==> src/bitmap_page_frame_allocator_core_defines.svh <==
// Assertion macros used by the allocator controller.
`ifndef BITMAP_PAGE_FRAME_ALLOCATOR_CORE_DEFINES_SVH
`define BITMAP_PAGE_FRAME_ALLOCATOR_CORE_DEFINES_SVH

// Same-cycle implication, disabled while reset is asserted.
`define BPFA_ASSERT_IMP(lbl, ante, cons, msg) \
    lbl: assert property (@(posedge i_clk) disable iff (!i_rst_n) (ante) |-> (cons)) \
        else $error(msg);

// Next-cycle implication, disabled while reset is asserted.
`define BPFA_ASSERT_NXT(lbl, ante, cons, msg) \
    lbl: assert property (@(posedge i_clk) disable iff (!i_rst_n) (ante) |=> (cons)) \
        else $error(msg);

`endif

==> src/bpfa_pkg.sv <==
// Shared constants and controller/datapath interface types for the frame allocator.
package bpfa_pkg;
    localparam int ADDR_W = 48;
    localparam int CNT_W  = 16;
    localparam int WORD_W = 64;
    localparam int BIT_W  = 6;
    localparam int MODE_W = 2;
    localparam int STAT_W = 2;

    localparam logic [MODE_W-1:0] MODE_ADD   = 2'd0;
    localparam logic [MODE_W-1:0] MODE_ALLOC = 2'd1;
    localparam logic [MODE_W-1:0] MODE_FREE  = 2'd2;

    localparam logic [STAT_W-1:0] STAT_OK  = 2'd0;
    localparam logic [STAT_W-1:0] STAT_OOM = 2'd1;
    localparam logic [STAT_W-1:0] STAT_BAD = 2'd2;

    localparam logic [CNT_W-1:0] CNT_MAX = '1;

    typedef struct packed {
        logic load;
        logic prep;
        logic ptr_inc;
        logic ram_we;
        logic clear_wr;
        logic add_usable;
        logic alloc_set;
        logic free_set;
        logic set_oom;
        logic set_bad;
        logic out_load;
    } t_dp_cmd;

    typedef struct packed {
        logic [MODE_W-1:0] mode;
        logic              usable;
        logic              empty;
        logic              f_oor;
        logic              map_last;
        logic              res_last;
        logic              word_full;
        logic              alloc_found;
        logic              free_bit_set;
        logic              out_free;
    } t_dp_stat;
endpackage

==> src/bpfa_ctrl.sv <==
// Controller state machine that sequences map clearing, region marking, search and free.
`include "bitmap_page_frame_allocator_core_defines.svh"
module bpfa_ctrl (
    input  logic               i_clk,
    input  logic               i_rst_n,
    input  logic               i_in_valid,
    output logic               o_in_ready,
    output bpfa_pkg::t_dp_cmd  o_cmd,
    input  bpfa_pkg::t_dp_stat i_stat
);
    localparam logic [3:0] ST_CLEAR = 4'd0;
    localparam logic [3:0] ST_IDLE  = 4'd1;
    localparam logic [3:0] ST_DISP  = 4'd2;
    localparam logic [3:0] ST_ROUTE = 4'd3;
    localparam logic [3:0] ST_R_RD  = 4'd4;
    localparam logic [3:0] ST_R_WR  = 4'd5;
    localparam logic [3:0] ST_A_RD  = 4'd6;
    localparam logic [3:0] ST_A_CHK = 4'd7;
    localparam logic [3:0] ST_F_RD  = 4'd8;
    localparam logic [3:0] ST_F_WR  = 4'd9;
    localparam logic [3:0] ST_DONE  = 4'd10;

    logic [3:0] r_state, n_state;

    assign o_in_ready = (r_state == ST_IDLE);

    always_comb begin
        n_state = r_state;
        o_cmd   = '0;
        case (r_state)
            ST_CLEAR: begin
                o_cmd.ram_we   = 1'b1;
                o_cmd.clear_wr = 1'b1;
                o_cmd.ptr_inc  = 1'b1;
                if (i_stat.map_last) begin
                    n_state = ST_IDLE;
                end
            end
            ST_IDLE: begin
                if (i_in_valid) begin
                    o_cmd.load = 1'b1;
                    n_state    = ST_DISP;
                end
            end
            ST_DISP: begin
                o_cmd.prep = 1'b1;
                n_state    = ST_ROUTE;
            end
            ST_ROUTE: begin
                case (i_stat.mode)
                    bpfa_pkg::MODE_ADD: begin
                        if (i_stat.usable) begin
                            o_cmd.add_usable = 1'b1;
                            n_state          = ST_DONE;
                        end else if (i_stat.empty) begin
                            n_state = ST_DONE;
                        end else begin
                            n_state = ST_R_RD;
                        end
                    end
                    bpfa_pkg::MODE_ALLOC: n_state = ST_A_RD;
                    bpfa_pkg::MODE_FREE: begin
                        if (i_stat.f_oor) begin
                            o_cmd.set_bad = 1'b1;
                            n_state       = ST_DONE;
                        end else begin
                            n_state = ST_F_RD;
                        end
                    end
                    default: n_state = ST_DONE;
                endcase
            end
            ST_R_RD: n_state = ST_R_WR;
            ST_R_WR: begin
                o_cmd.ram_we = 1'b1;
                if (i_stat.res_last) begin
                    n_state = ST_DONE;
                end else begin
                    o_cmd.ptr_inc = 1'b1;
                    n_state       = ST_R_RD;
                end
            end
            ST_A_RD: n_state = ST_A_CHK;
            ST_A_CHK: begin
                if (!i_stat.word_full) begin
                    if (i_stat.alloc_found) begin
                        o_cmd.ram_we    = 1'b1;
                        o_cmd.alloc_set = 1'b1;
                    end else begin
                        o_cmd.set_oom = 1'b1;
                    end
                    n_state = ST_DONE;
                end else if (i_stat.map_last) begin
                    o_cmd.set_oom = 1'b1;
                    n_state       = ST_DONE;
                end else begin
                    o_cmd.ptr_inc = 1'b1;
                    n_state       = ST_A_RD;
                end
            end
            ST_F_RD: n_state = ST_F_WR;
            ST_F_WR: begin
                if (i_stat.free_bit_set) begin
                    o_cmd.ram_we   = 1'b1;
                    o_cmd.free_set = 1'b1;
                end else begin
                    o_cmd.set_bad = 1'b1;
                end
                n_state = ST_DONE;
            end
            ST_DONE: begin
                if (i_stat.out_free) begin
                    o_cmd.out_load = 1'b1;
                    n_state        = ST_IDLE;
                end
            end
            default: n_state = ST_IDLE;
        endcase
    end

    always_ff @(posedge i_clk) begin
        if (!i_rst_n) begin
            r_state <= ST_CLEAR;
        end else begin
            r_state <= n_state;
        end
    end

    `BPFA_ASSERT_IMP(a_we_state, o_cmd.ram_we, (r_state == ST_CLEAR || r_state == ST_R_WR || r_state == ST_A_CHK || r_state == ST_F_WR), "map write outside a write state")
    `BPFA_ASSERT_NXT(a_accept_disp, (i_in_valid && o_in_ready), (r_state == ST_DISP), "accepted item not dispatched")
    `BPFA_ASSERT_IMP(a_out_slot, o_cmd.out_load, i_stat.out_free, "result loaded over a pending result")
    `BPFA_ASSERT_IMP(a_oom_no_write, o_cmd.set_oom, !o_cmd.ram_we, "map written on out of memory")
endmodule

==> config.mk <==
export PLATFORM = sky130hd
export DESIGN_NAME = bpfa_ctrl
export DESIGN_NICKNAME = d
export VERILOG_FILES = /design/src/bpfa_pkg.sv /design/src/bpfa_ctrl.sv
export VERILOG_INCLUDE_DIRS = /design/src /design/src/src
export SDC_FILE = /design/constraint.sdc
export NUM_CORES = 1
export LEC_CHECK = 0
export BUFFER_PORTS_ARGS = -buffer_cell sky130_fd_sc_hd__buf_2
export CAP_MARGIN = 30
export CELL_PAD_IN_SITES_DETAIL_PLACEMENT = 1
export CELL_PAD_IN_SITES_GLOBAL_PLACEMENT = 1
export CORE_MARGIN = 2
export CORE_UTILIZATION = 30
export DETAILED_ROUTE_END_ITERATION = 7
export GPL_TIMING_DRIVEN = 1
export PLACE_DENSITY = 0.91
export SYNTH_ARGS = -nofsm -noshare
export SYNTH_HDL_FRONTEND = slang
export SYNTH_SLANG_ARGS = --single-unit
==> constraint.sdc <==
create_clock -name i_clk -period 3.7 [get_ports i_clk]
set_input_delay 0.74 -clock i_clk [delete_from_list [all_inputs] [get_ports i_clk]]
set_output_delay 0.74 -clock i_clk [all_outputs]
set_load 0.005 [all_outputs]
# == Yosys cells after proc, flatten, opt, wreduce, memory -nomap -nowiden ==
# Index checks and enable logic that the tools add are counted.
# Widths: inputs -> output; s select.
# totals
latch_bits,0
mem_bits_rw,0
mem_bits_ro,0
n_memories,0
regBits,4
out_inout_bits,12
# op_classes
shifts,0
addsub,0
mul,0
n_lt_le_gt_ge,0
n_mux,38
reduce_logical,4
div,0
bitwise_logic,0
eq_ne,15
# op_table
cell,count
$pmux 4 s11,1
$mux 4,8
$mux 1,24
$eq 4x3->1 const B,4
$eq 4x4->1 const B,3
$pmux 4 s3,1
$eq 4x2->1 const B,2
$ne 2x2->1 const B,3
$pmux 1 s3,2
$eq 4x1->1 const B,1
$logic_not 4->1,1
$reduce_and 3->1,1
$eq 2x1->1 const B,1
$eq 2x2->1 const B,1
$logic_not 2->1,1
$mux 2,1
$pmux 1 s2,1
$reduce_or 2->1,1

# == Depth between registers and ports, before layout ==
# Gate-level depths: netlist of the first run.
# logic_depth
ltp_word,4
ltp_mapped,5

# == Worst setup path after synthesis of the first run ==
# No wires, ideal clock.
# synth_path
kind,in2out
start,input port i_stat[3] (netlist bit)
end,output port o_cmd[8] (netlist bit)
path_stages,4
required_time_ns,2.960
t_arrival_ns,1.261
n_path_buf,0
path_slack_ns,1.699
path_cell_list,nor2b_1 > a21o_1 > a31oi_1 > nor2_1
# synth_lines
element,line_no,rtl
from (decl),bpfa_ctrl.sv:9,input bpfa_pkg::t_dp_stat i_stat
to (decl),bpfa_ctrl.sv:8,"output bpfa_pkg::t_dp_cmd o_cmd,"

==> results of run 1 <==
## routing by layer
layer	global-route usage, %	part of all wire (%)	up-vias
met4	6.67	1.2	0
li1	-	-	325
met1	22.9	46	305
met3	4.08	3.4	2
met5	0	0	-
met2	30.1	49	15
## cell families (layout without fill, tap and decap cells)
family,count (synthesis),count (layout),synth area share (%)
simple gates,50,50,52.9
buf+inv,8,29,8.90
compound gates,15,15,21.9
flops,4,4,16.3
## worst register-to-register path: stages (launching register included)
cell and delay, ns:
dfxtp_1 0.67, nand2_1 0.21, o311a_1 0.32, nor3_1 0.19, nor3_1 0.09
## final cells by class
cell class | count | area (µm²)
multi-input combinational | 65 | 368
fill | 216 | 905
sequential | 4 | 80.1
tap | 16 | 20.0
timing repair buffer | 25 | 125
clock buffer | 3 | 22.5
inverter | 1 | 3.75
## Yosys cell counts
library cell and instances:
nor2_1 12, nor3_1 12, nand2_1 6, nand2b_1 5, buf_2 4, dfxtp_1 4
o21ai_0 4, nor2b_1 3, nor4_1 3, a31oi_1 2, nor4b_1 2, o311a_1 2
a2111oi_0 1, a211oi_1 1, a21o_1 1, a21oi_1 1, and3_1 1, buf_6 1
clkbuf_1 1, clkbuf_2 1, inv_1 1, nand3_1 1, nand3b_1 1, nand4_1 1
nor3b_1 1, o211ai_1 1, o221a_2 1, o31ai_1 1, or2_2 1, or4_1 1
## report_power, final
group | internal [W] | total, W | leakage [nW] | switching, W
registers | 0.0000449 | 0.0000517 | 0.0326 | 0.00000675
logic | 0.0000201 | 0.0000397 | 0.225 | 0.0000196
clock network | 0.0000362 | 0.0000532 | 0.0138 | 0.0000170
total | 0.000101 | 0.000145 | 0.272 | 0.0000434
## worst paths after layout
kind | start | to | slack, ns | cells past startpoint
setup reg to reg | r_state[1] | r_state[1] | 2.08 | 4
setup / recovery | r_state[1] | o_cmd[2] | 1.27 | 3
hold reg to reg | r_state[3] | r_state[3] | 0.75 | 2
hold / removal | r_state[3] | r_state[3] | 0.75 | 2
## metrics by stage
| stage | area, µm² | worst slack [ns] | util (%) |
|---|---|---|---|
| CTS | 619 | 1.26 | 40.6 |
| global placement | 597 | 1.43 | 39.2 |
| detailed placement | 597 | 1.42 | 39.2 |
| floorplan | 492 | 1.70 | - |
| finish | 619 | 1.27 | 40.6 |
| global route | 619 | 1.10 | 40.6 |
==> flow_summary.json, run 1 <==
{
  "status": "completed",
  "port_buffers": 25,
  "final_common_cell": "buf_2",
  "ant_nets": 0,
  "finalSetupViolCount": 0,
  "post_cts_resized": 0,
  "synthTopCellsByArea": "dfxtp_1, nor3_1, nor2_1, nand2b_1, nand2_1",
  "grt_usage_pct": 18.2,
  "grt-ovfl-total": 0,
  "worst_path_largest_cell_delay_ns": 0.67,
  "path_buf_inv": 1,
  "crit_path_max_fanout": 18,
  "clock_path_buffers": 2,
  "end_kind": "output pin",
  "vias_per_cell": 5.68,
  "cp_cell_sequence": "nand2b_1 -> nor4b_1 -> buf_2",
  "antenna_found_initial": 0,
  "io_pins": 26,
  "firstDrtPassIters": 2,
  "syn_nets": 91,
  "final_nets": 114,
  "crit_path_top_delay_cell": "dfxtp_1",
  "synthCells": 77,
  "die-area_mm2": 0.00198,
  "cts_tree": "built",
  "layout-area-overhead-vs-synth_pct": 26.0,
  "skew_ns": 0.00574,
  "syn-mean-instance-area_um2": 6.39,
  "top_regs": "r_state (4)",
  "drv_cap": 0,
  "dieWidth_um": 44.5,
  "clk_pin_slew_worst_paths_ns": 0.03,
  "wirelength_um": 1600,
  "place_hpwl_um": 1210,
  "die_h_um": 44.5,
  "insertion_delay_ns": 0.23,
  "fin_setup_tns_ns": 0,
  "critPathKind": "flip-flop to output pin",
  "layout-drive-gt1-share_pct": 30.6,
  "yosysTopAreaCellShare_pct": 16.3,
  "grt_pass1_wl_um": 2740,
  "root_buffer": "clkbuf_4",
  "holdWs_ns": 0.749,
  "globalplace.congestion": 0.852,
  "hold_buffers": 0,
  "final_cells": 114,
  "crit_family": "flip-flops",
  "antenna_cells": 0,
  "drc_errors": 0,
  "initial_core_util_pct": 32.3,
  "powerDensity_mw_per_mm2": 233,
  "ys_seq_area_share_pct": 16.3,
  "fmax_ghz": 0.411,
  "peakVddDrop_mv": 0.0973,
  "grt_pass1_vias": 648,
  "hold_viol": 0,
  "grt_max_degree": 23,
  "synth_seq_cells": 4,
  "ys_warn_count": 0,
  "core_area_mm2": 0.00152,
  "power.total_w": 0.000145,
  "post-place-cells": 111,
  "num_rows": 14,
  "arrival_ns": 1.69,
  "min_path_type": "flip-flop to flip-flop",
  "p_leak_nw": 0.272,
  "finalCritPeriodShare_pct": 65.8,
  "postCtsSetupBuffers": 0,
  "htree_levels": 1,
  "drv_slew": 0,
  "tightest_slew_ns": 0.676,
  "ys_types": 30,
  "drtIter0Drc": 2,
  "layout_min_cycle_time_ns": 2.43,
  "syn_area_um2": 492,
  "cts.sinks": 4,
  "crit_path_start_kind": "flip-flop",
  "crit_required_ns": 2.96,
  "layout_common_cells": "buf_2, nor3_1, nor2_1, nand2_1, nand2b_1",
  "wire_per_inst_um": 14.0,
  "largest_reg_flops": 4,
  "yosysTopAreaCell": "dfxtp_1",
  "top_register": "r_state",
  "num_vias": 647,
  "maxSlewHeadroom_pct": 54.9,
  "rsz0062_at_grt": "false",
  "cts_buffers": 3
}
(Power assumes the default switching activity.)
==> run 2, diff against run 1 <==
- ABC_AREA: unset -> 1
- CORE_UTILIZATION: 30 -> 22
- PLACE_DENSITY: 0.91 -> 0.81
- clock period: 3.7 -> 2 ns (I/O delays scaled with it)
==> flow_summary.json, run 2 <==
{
  "ys_seq_area_share_pct": 18.0,
  "insertion_delay_ns": 0.23,
  "die-area_mm2": 0.00240,
  "syn_nets": 101,
  "critPathKind": "flip-flop to output pin",
  "synth-xor-area-share_pct": 0,
  "clk_pin_slew_worst_paths_ns": 0.04,
  "synth_compound_area_share_pct": 9.55,
  "layout-area-overhead-vs-synth_pct": 40.7,
  "syn-mean-instance-area_um2": 5.12,
  "crit_path_start_kind": "flip-flop",
  "netlist_top_cells_count": "nand2_1, nor2_1, inv_1, nand3_1, dfxtp_1",
  "status": "completed",
  "yosysTopAreaCell": "dfxtp_1",
  "peakVddDrop_mv": 0.287,
  "ys_warn_count": 0,
  "postSynth.topFlopCell": "dfxtp_1",
  "synthTopCellsByArea": "dfxtp_1, nand2_1, nor2_1, inv_1, nand3_1",
  "num_vias": 630,
  "grt_usage_pct": 13.0,
  "power.total_w": 0.000330,
  "regArea_um2": 80.1,
  "drc_errors": 0,
  "drv_cap": 0,
  "port_buffers": 25,
  "dieWidth_um": 49.0,
  "grt_max_degree": 7,
  "initial_core_util_pct": 22.9,
  "rsz0062_at_grt": "false",
  "grt-ovfl-total": 0,
  "top_register": "r_state",
  "cts_buffers": 3,
  "post_cts_resized": 0,
  "drtIter0Drc": 5,
  "firstDrtPassIters": 4,
  "root_buffer": "clkbuf_4",
  "top_regs": "r_state (4)",
  "antenna_found_initial": 0,
  "multi_input_area_um2": 302,
  "crit_path_max_fanout": 5,
  "final_nets": 131,
  "maxSlewHeadroom_pct": 84.0,
  "holdWs_ns": 0.389,
  "layout_min_cycle_time_ns": 1.76,
  "grt_pass1_vias": 642,
  "syn_area_um2": 445,
  "vias_per_cell": 4.44,
  "arrival_ns": 1.36,
  "wire_per_inst_um": 9.69,
  "postCtsSetupBuffers": 0,
  "yosysTopAreaCellShare_pct": 18.0,
  "final_area_um2": 627,
  "finalSetupViolCount": 0,
  "synthSimpleGateAreaFrac_pct": 58.1,
  "hold_viol": 0,
  "tightest_slew_ns": 0.238,
  "crit_required_ns": 1.60,
  "final_common_cell": "buf_2",
  "globalplace.congestion": 0.830,
  "fill_cells": 293,
  "hold_buffers": 0,
  "p_leak_nw": 0.376,
  "synth_mux_area_share_pct": 0,
  "grt_pass1_wl_um": 2540,
  "wirelength_um": 1380,
  "skew_ns": 0.000982,
  "die_h_um": 49.0,
  "layout_common_cells": "buf_2, nor2_1, nand2_1, inv_1, nand3_1",
  "clock_path_buffers": 2,
  "synthCells": 87,
  "async_flop_share_pct": 0,
  "largest_reg_flops": 4,
  "antenna_cells": 0,
  "min_path_type": "input pin to flip-flop",
  "fin_setup_tns_ns": 0,
  "synth_edf_count": 0,
  "layout-drive-gt1-share_pct": 32.2,
  "powerDensity_mw_per_mm2": 527,
  "ant_nets": 0,
  "fmax_ghz": 0.569,
  "core_area_mm2": 0.00194,
  "synth_seq_cells": 4,
  "synthAdderAreaFrac_pct": 0,
  "cts.sinks": 4,
  "synth_top_family_by_area": "simple AND/OR/NAND/NOR gates",
  "end_kind": "output pin",
  "num_rows": 16,
  "htree_levels": 1,
  "dpl_cell_area_um2": 604,
  "ys_types": 15,
  "place_hpwl_um": 1250,
  "drv_slew": 0,
  "cts_tree": "built",
  "io_pins": 26,
  "finalCritPeriodShare_pct": 87.9
}
## run 2: changes by cell type after synthesis, sizes merged, moves of 3 or more
| cell | before | now |
|---|---|---|
| o21ai | 4 | 1 |
| nor3 | 12 | 0 |
| nand2b | 5 | 0 |
| nor2b | 3 | 0 |
| nor4 | 3 | 0 |
| buf | 5 | 0 |
| inv | 1 | 17 |
| nand2 | 6 | 23 |
| nor2 | 12 | 24 |
| nand3 | 1 | 10 |
## run 2: report_power, final
group,total [W],switching [W],internal (W)
Combinational,0.000141,0.0000827,0.0000582
Sequential,0.0000947,0.00000706,0.0000876
Clock,0.0000946,0.0000278,0.0000668
## run 2: kinds of logic after synthesis
family,count (synthesis)
DFF,4
and+or+nand+nor,59
buffers and inverters,17
AOI/OAI and AO/OA,7
## run 2: worst paths after layout
check	from	cells past startpoint	slack, ns	endpoint
worst max-delay path	r_state[2]	5	0.24	o_cmd[2]
worst min-delay path	i_rst_n	3	0.39	r_state[3]
worst max register to register	r_state[3]	9	0.79	r_state[3]
worst min register to register	r_state[2]	2	0.61	r_state[2]
## run 2: metal layers
metal / share of wire [%] / wire length, µm / GRT usage (%) / up-vias
li1: - / - / - / 327
met1: 46 / 637 / 15.9 / 292
met2: 52 / 714 / 24.0 / 11
met3: 1.8 / 25 / 1.84 / 0
met4: 0 / 0 / 2.86 / 0
met5: 0 / 0 / 0 / -
## run 2: metrics by stage
| step | setup slack, ns | instances | util (%) |
|---|---|---|---|
| detailed placement | 0.492 | 139 | 31.1 |
| global placement | 0.571 | 139 | 31.1 |
| finish | 0.243 | 142 | 32.3 |
| floorplan | 0.717 | 87 | - |
| CTS | 0.237 | 142 | 32.3 |
| global route | 0.0839 | 142 | 32.3 |
## run 2: cell type report
| cell class | instances | area share, % |
|---|---|---|
| well taps | 27 | 5.39 |
| repair buffers | 25 | 20.0 |
| multi-input cells | 66 | 48.1 |
| clock buffers | 3 | 3.59 |
| flip-flops and latches | 4 | 12.8 |
| inverters | 17 | 10.2 |
## run 2: worst max-delay path: stages, from the launching register on
cell and delay (ns):
dfxtp_1 0.41, nand2_1 0.13, nor2_1 0.18, o21ai_0 0.15, a21oi_1 0.13, buf_2 0.12
==> run 3, diff against run 2 <==
- CORE_MARGIN: 2 -> unset
==> flow_summary.json, run 3 (synthesis results as in run 2) <==
{
  "antenna_cells": 0,
  "wirelength_um": 1420,
  "insertion_delay_ns": 0.23,
  "p_leak_nw": 0.376,
  "end_kind": "output pin",
  "power.switching_w": 0.000122,
  "drv_slew": 0,
  "p_clk_share_pct": 29.1,
  "globalplace.congestion": 0.845,
  "wire_per_inst_um": 10.1,
  "layout-area-overhead-vs-synth_pct": 40.2,
  "finalCritPeriodShare_pct": 86.2,
  "skew_ns": 0.00164,
  "peakVddDrop_mv": 0.279,
  "htree_levels": 1,
  "top_regs": "r_state (4)",
  "min_path_type": "input pin to flip-flop",
  "layout-drive-gt1-share_pct": 32.2,
  "intPower_w": 0.000213,
  "grt_pass1_wl_um": 2350,
  "drtIter0Drc": 7,
  "holdWs_ns": 0.394,
  "layout_common_cells": "buf_2, nor2_1, nand2_1, inv_1, nand3_1",
  "powerDensity_mw_per_mm2": 536,
  "dieWidth_um": 47.0,
  "drc_errors": 0,
  "die-area_mm2": 0.00221,
  "power_frac_comb_pct": 42.7,
  "hold_viol": 0,
  "cts_tree": "built",
  "crit_path_max_fanout": 5,
  "layout_min_cycle_time_ns": 1.72,
  "clock_path_buffers": 2,
  "final_common_cell": "buf_2",
  "status": "completed",
  "grt-ovfl-total": 0,
  "io_pins": 26,
  "die_h_um": 47.0,
  "postCtsSetupBuffers": 0,
  "grt_max_degree": 7,
  "p_sw_share_pct": 36.4,
  "cts.sinks": 4,
  "place_hpwl_um": 1290,
  "top_register": "r_state",
  "core_area_mm2": 0.00180,
  "ant_nets": 0,
  "fin_setup_tns_ns": 0,
  "hold_buffers": 0,
  "crit_path_start_kind": "flip-flop",
  "drv_cap": 0,
  "antenna_found_initial": 0,
  "fill_cells": 283,
  "fmax_ghz": 0.580,
  "grt_pass1_vias": 569,
  "maxSlewHeadroom_pct": 83.3,
  "tightest_slew_ns": 0.247,
  "num_rows": 15,
  "num_vias": 629,
  "cts_buffers": 3,
  "rsz0062_at_grt": "false",
  "seqPwrFrac_pct": 28.2,
  "grt_usage_pct": 14.8,
  "critPathKind": "flip-flop to output pin",
  "root_buffer": "clkbuf_4",
  "largest_reg_flops": 4,
  "post_cts_resized": 0,
  "finalSetupViolCount": 0,
  "port_buffers": 25,
  "vias_per_cell": 4.49,
  "crit_required_ns": 1.60,
  "clk_pin_slew_worst_paths_ns": 0.03,
  "firstDrtPassIters": 4,
  "arrival_ns": 1.32,
  "initial_core_util_pct": 24.7,
  "final_nets": 131
}
[run 3: cell counts in the layout (fill, tap and decap cells not counted)]
No cell type changed its count.
[run 3: cell type report]
type | instances | area (µm²) | share of cell area (%)
Timing Repair Buffer | 25 | 125 | 20.0
Inverter | 17 | 63.8 | 10.2
Tap cell | 25 | 31.3 | 5.01
Clock buffer | 3 | 22.5 | 3.61
Multi-Input combinational cell | 66 | 302 | 48.3
Sequential cell | 4 | 80.1 | 12.8
[run 3: final timing paths]
check             startpoint    endpoint  slack (ns)  cells past startpoint
hold / removal       i_rst_n  r_state[3]        0.39                      3
hold reg to reg   r_state[2]  r_state[2]        0.61                      2
setup / recovery  r_state[2]    o_cmd[2]        0.28                      5
setup reg to reg  r_state[2]  r_state[3]        0.76                      9
[run 3: power groups by stage]
| stage | Combinational [W] | Clock (W) | Sequential, W |
|---|---|---|---|
| 5_1_grt | 0.000163 | 0.000107 | 0.0000953 |
| 2_1_floorplan | 0.0000864 | 0 | 0.0000942 |
| 4_1_cts | 0.000146 | 0.000102 | 0.0000944 |
| 6_report | 0.000143 | 0.0000973 | 0.0000945 |
| 3_3_place_gp | 0.000140 | 0 | 0.0000955 |
| 3_5_place_dp | 0.000145 | 0 | 0.0000956 |
[run 3: metrics by stage]
stage	total power, W	setup WS (ns)	utilization [%]	instances	instance area, µm²
after floorplan	0.000181	0.717	-	87	445
after global placement	0.000236	0.584	33.4	137	602
after detailed placement	0.000240	0.506	33.4	137	602
after CTS	0.000342	0.250	34.7	140	624
after global routing	0.000366	0.117	34.7	140	624
final	0.000335	0.276	34.7	140	624
[run 3: metal layers]
metal  track usage [%]  vias up  share of wire [%]
met5                 0        -                  0
met4              1.71        0                  0
met3              2.31        0                4.5
met2              27.5       20                 50
met1              18.4      285                 45
li1                  -      324                  -
[run 3: worst max-delay path, stage by stage (launching register included)]
cell     delay [ns]
dfxtp_1        0.41
nand2_1        0.12
nor2_1         0.16
o21ai_0        0.15
a21oi_1        0.13
buf_2          0.12
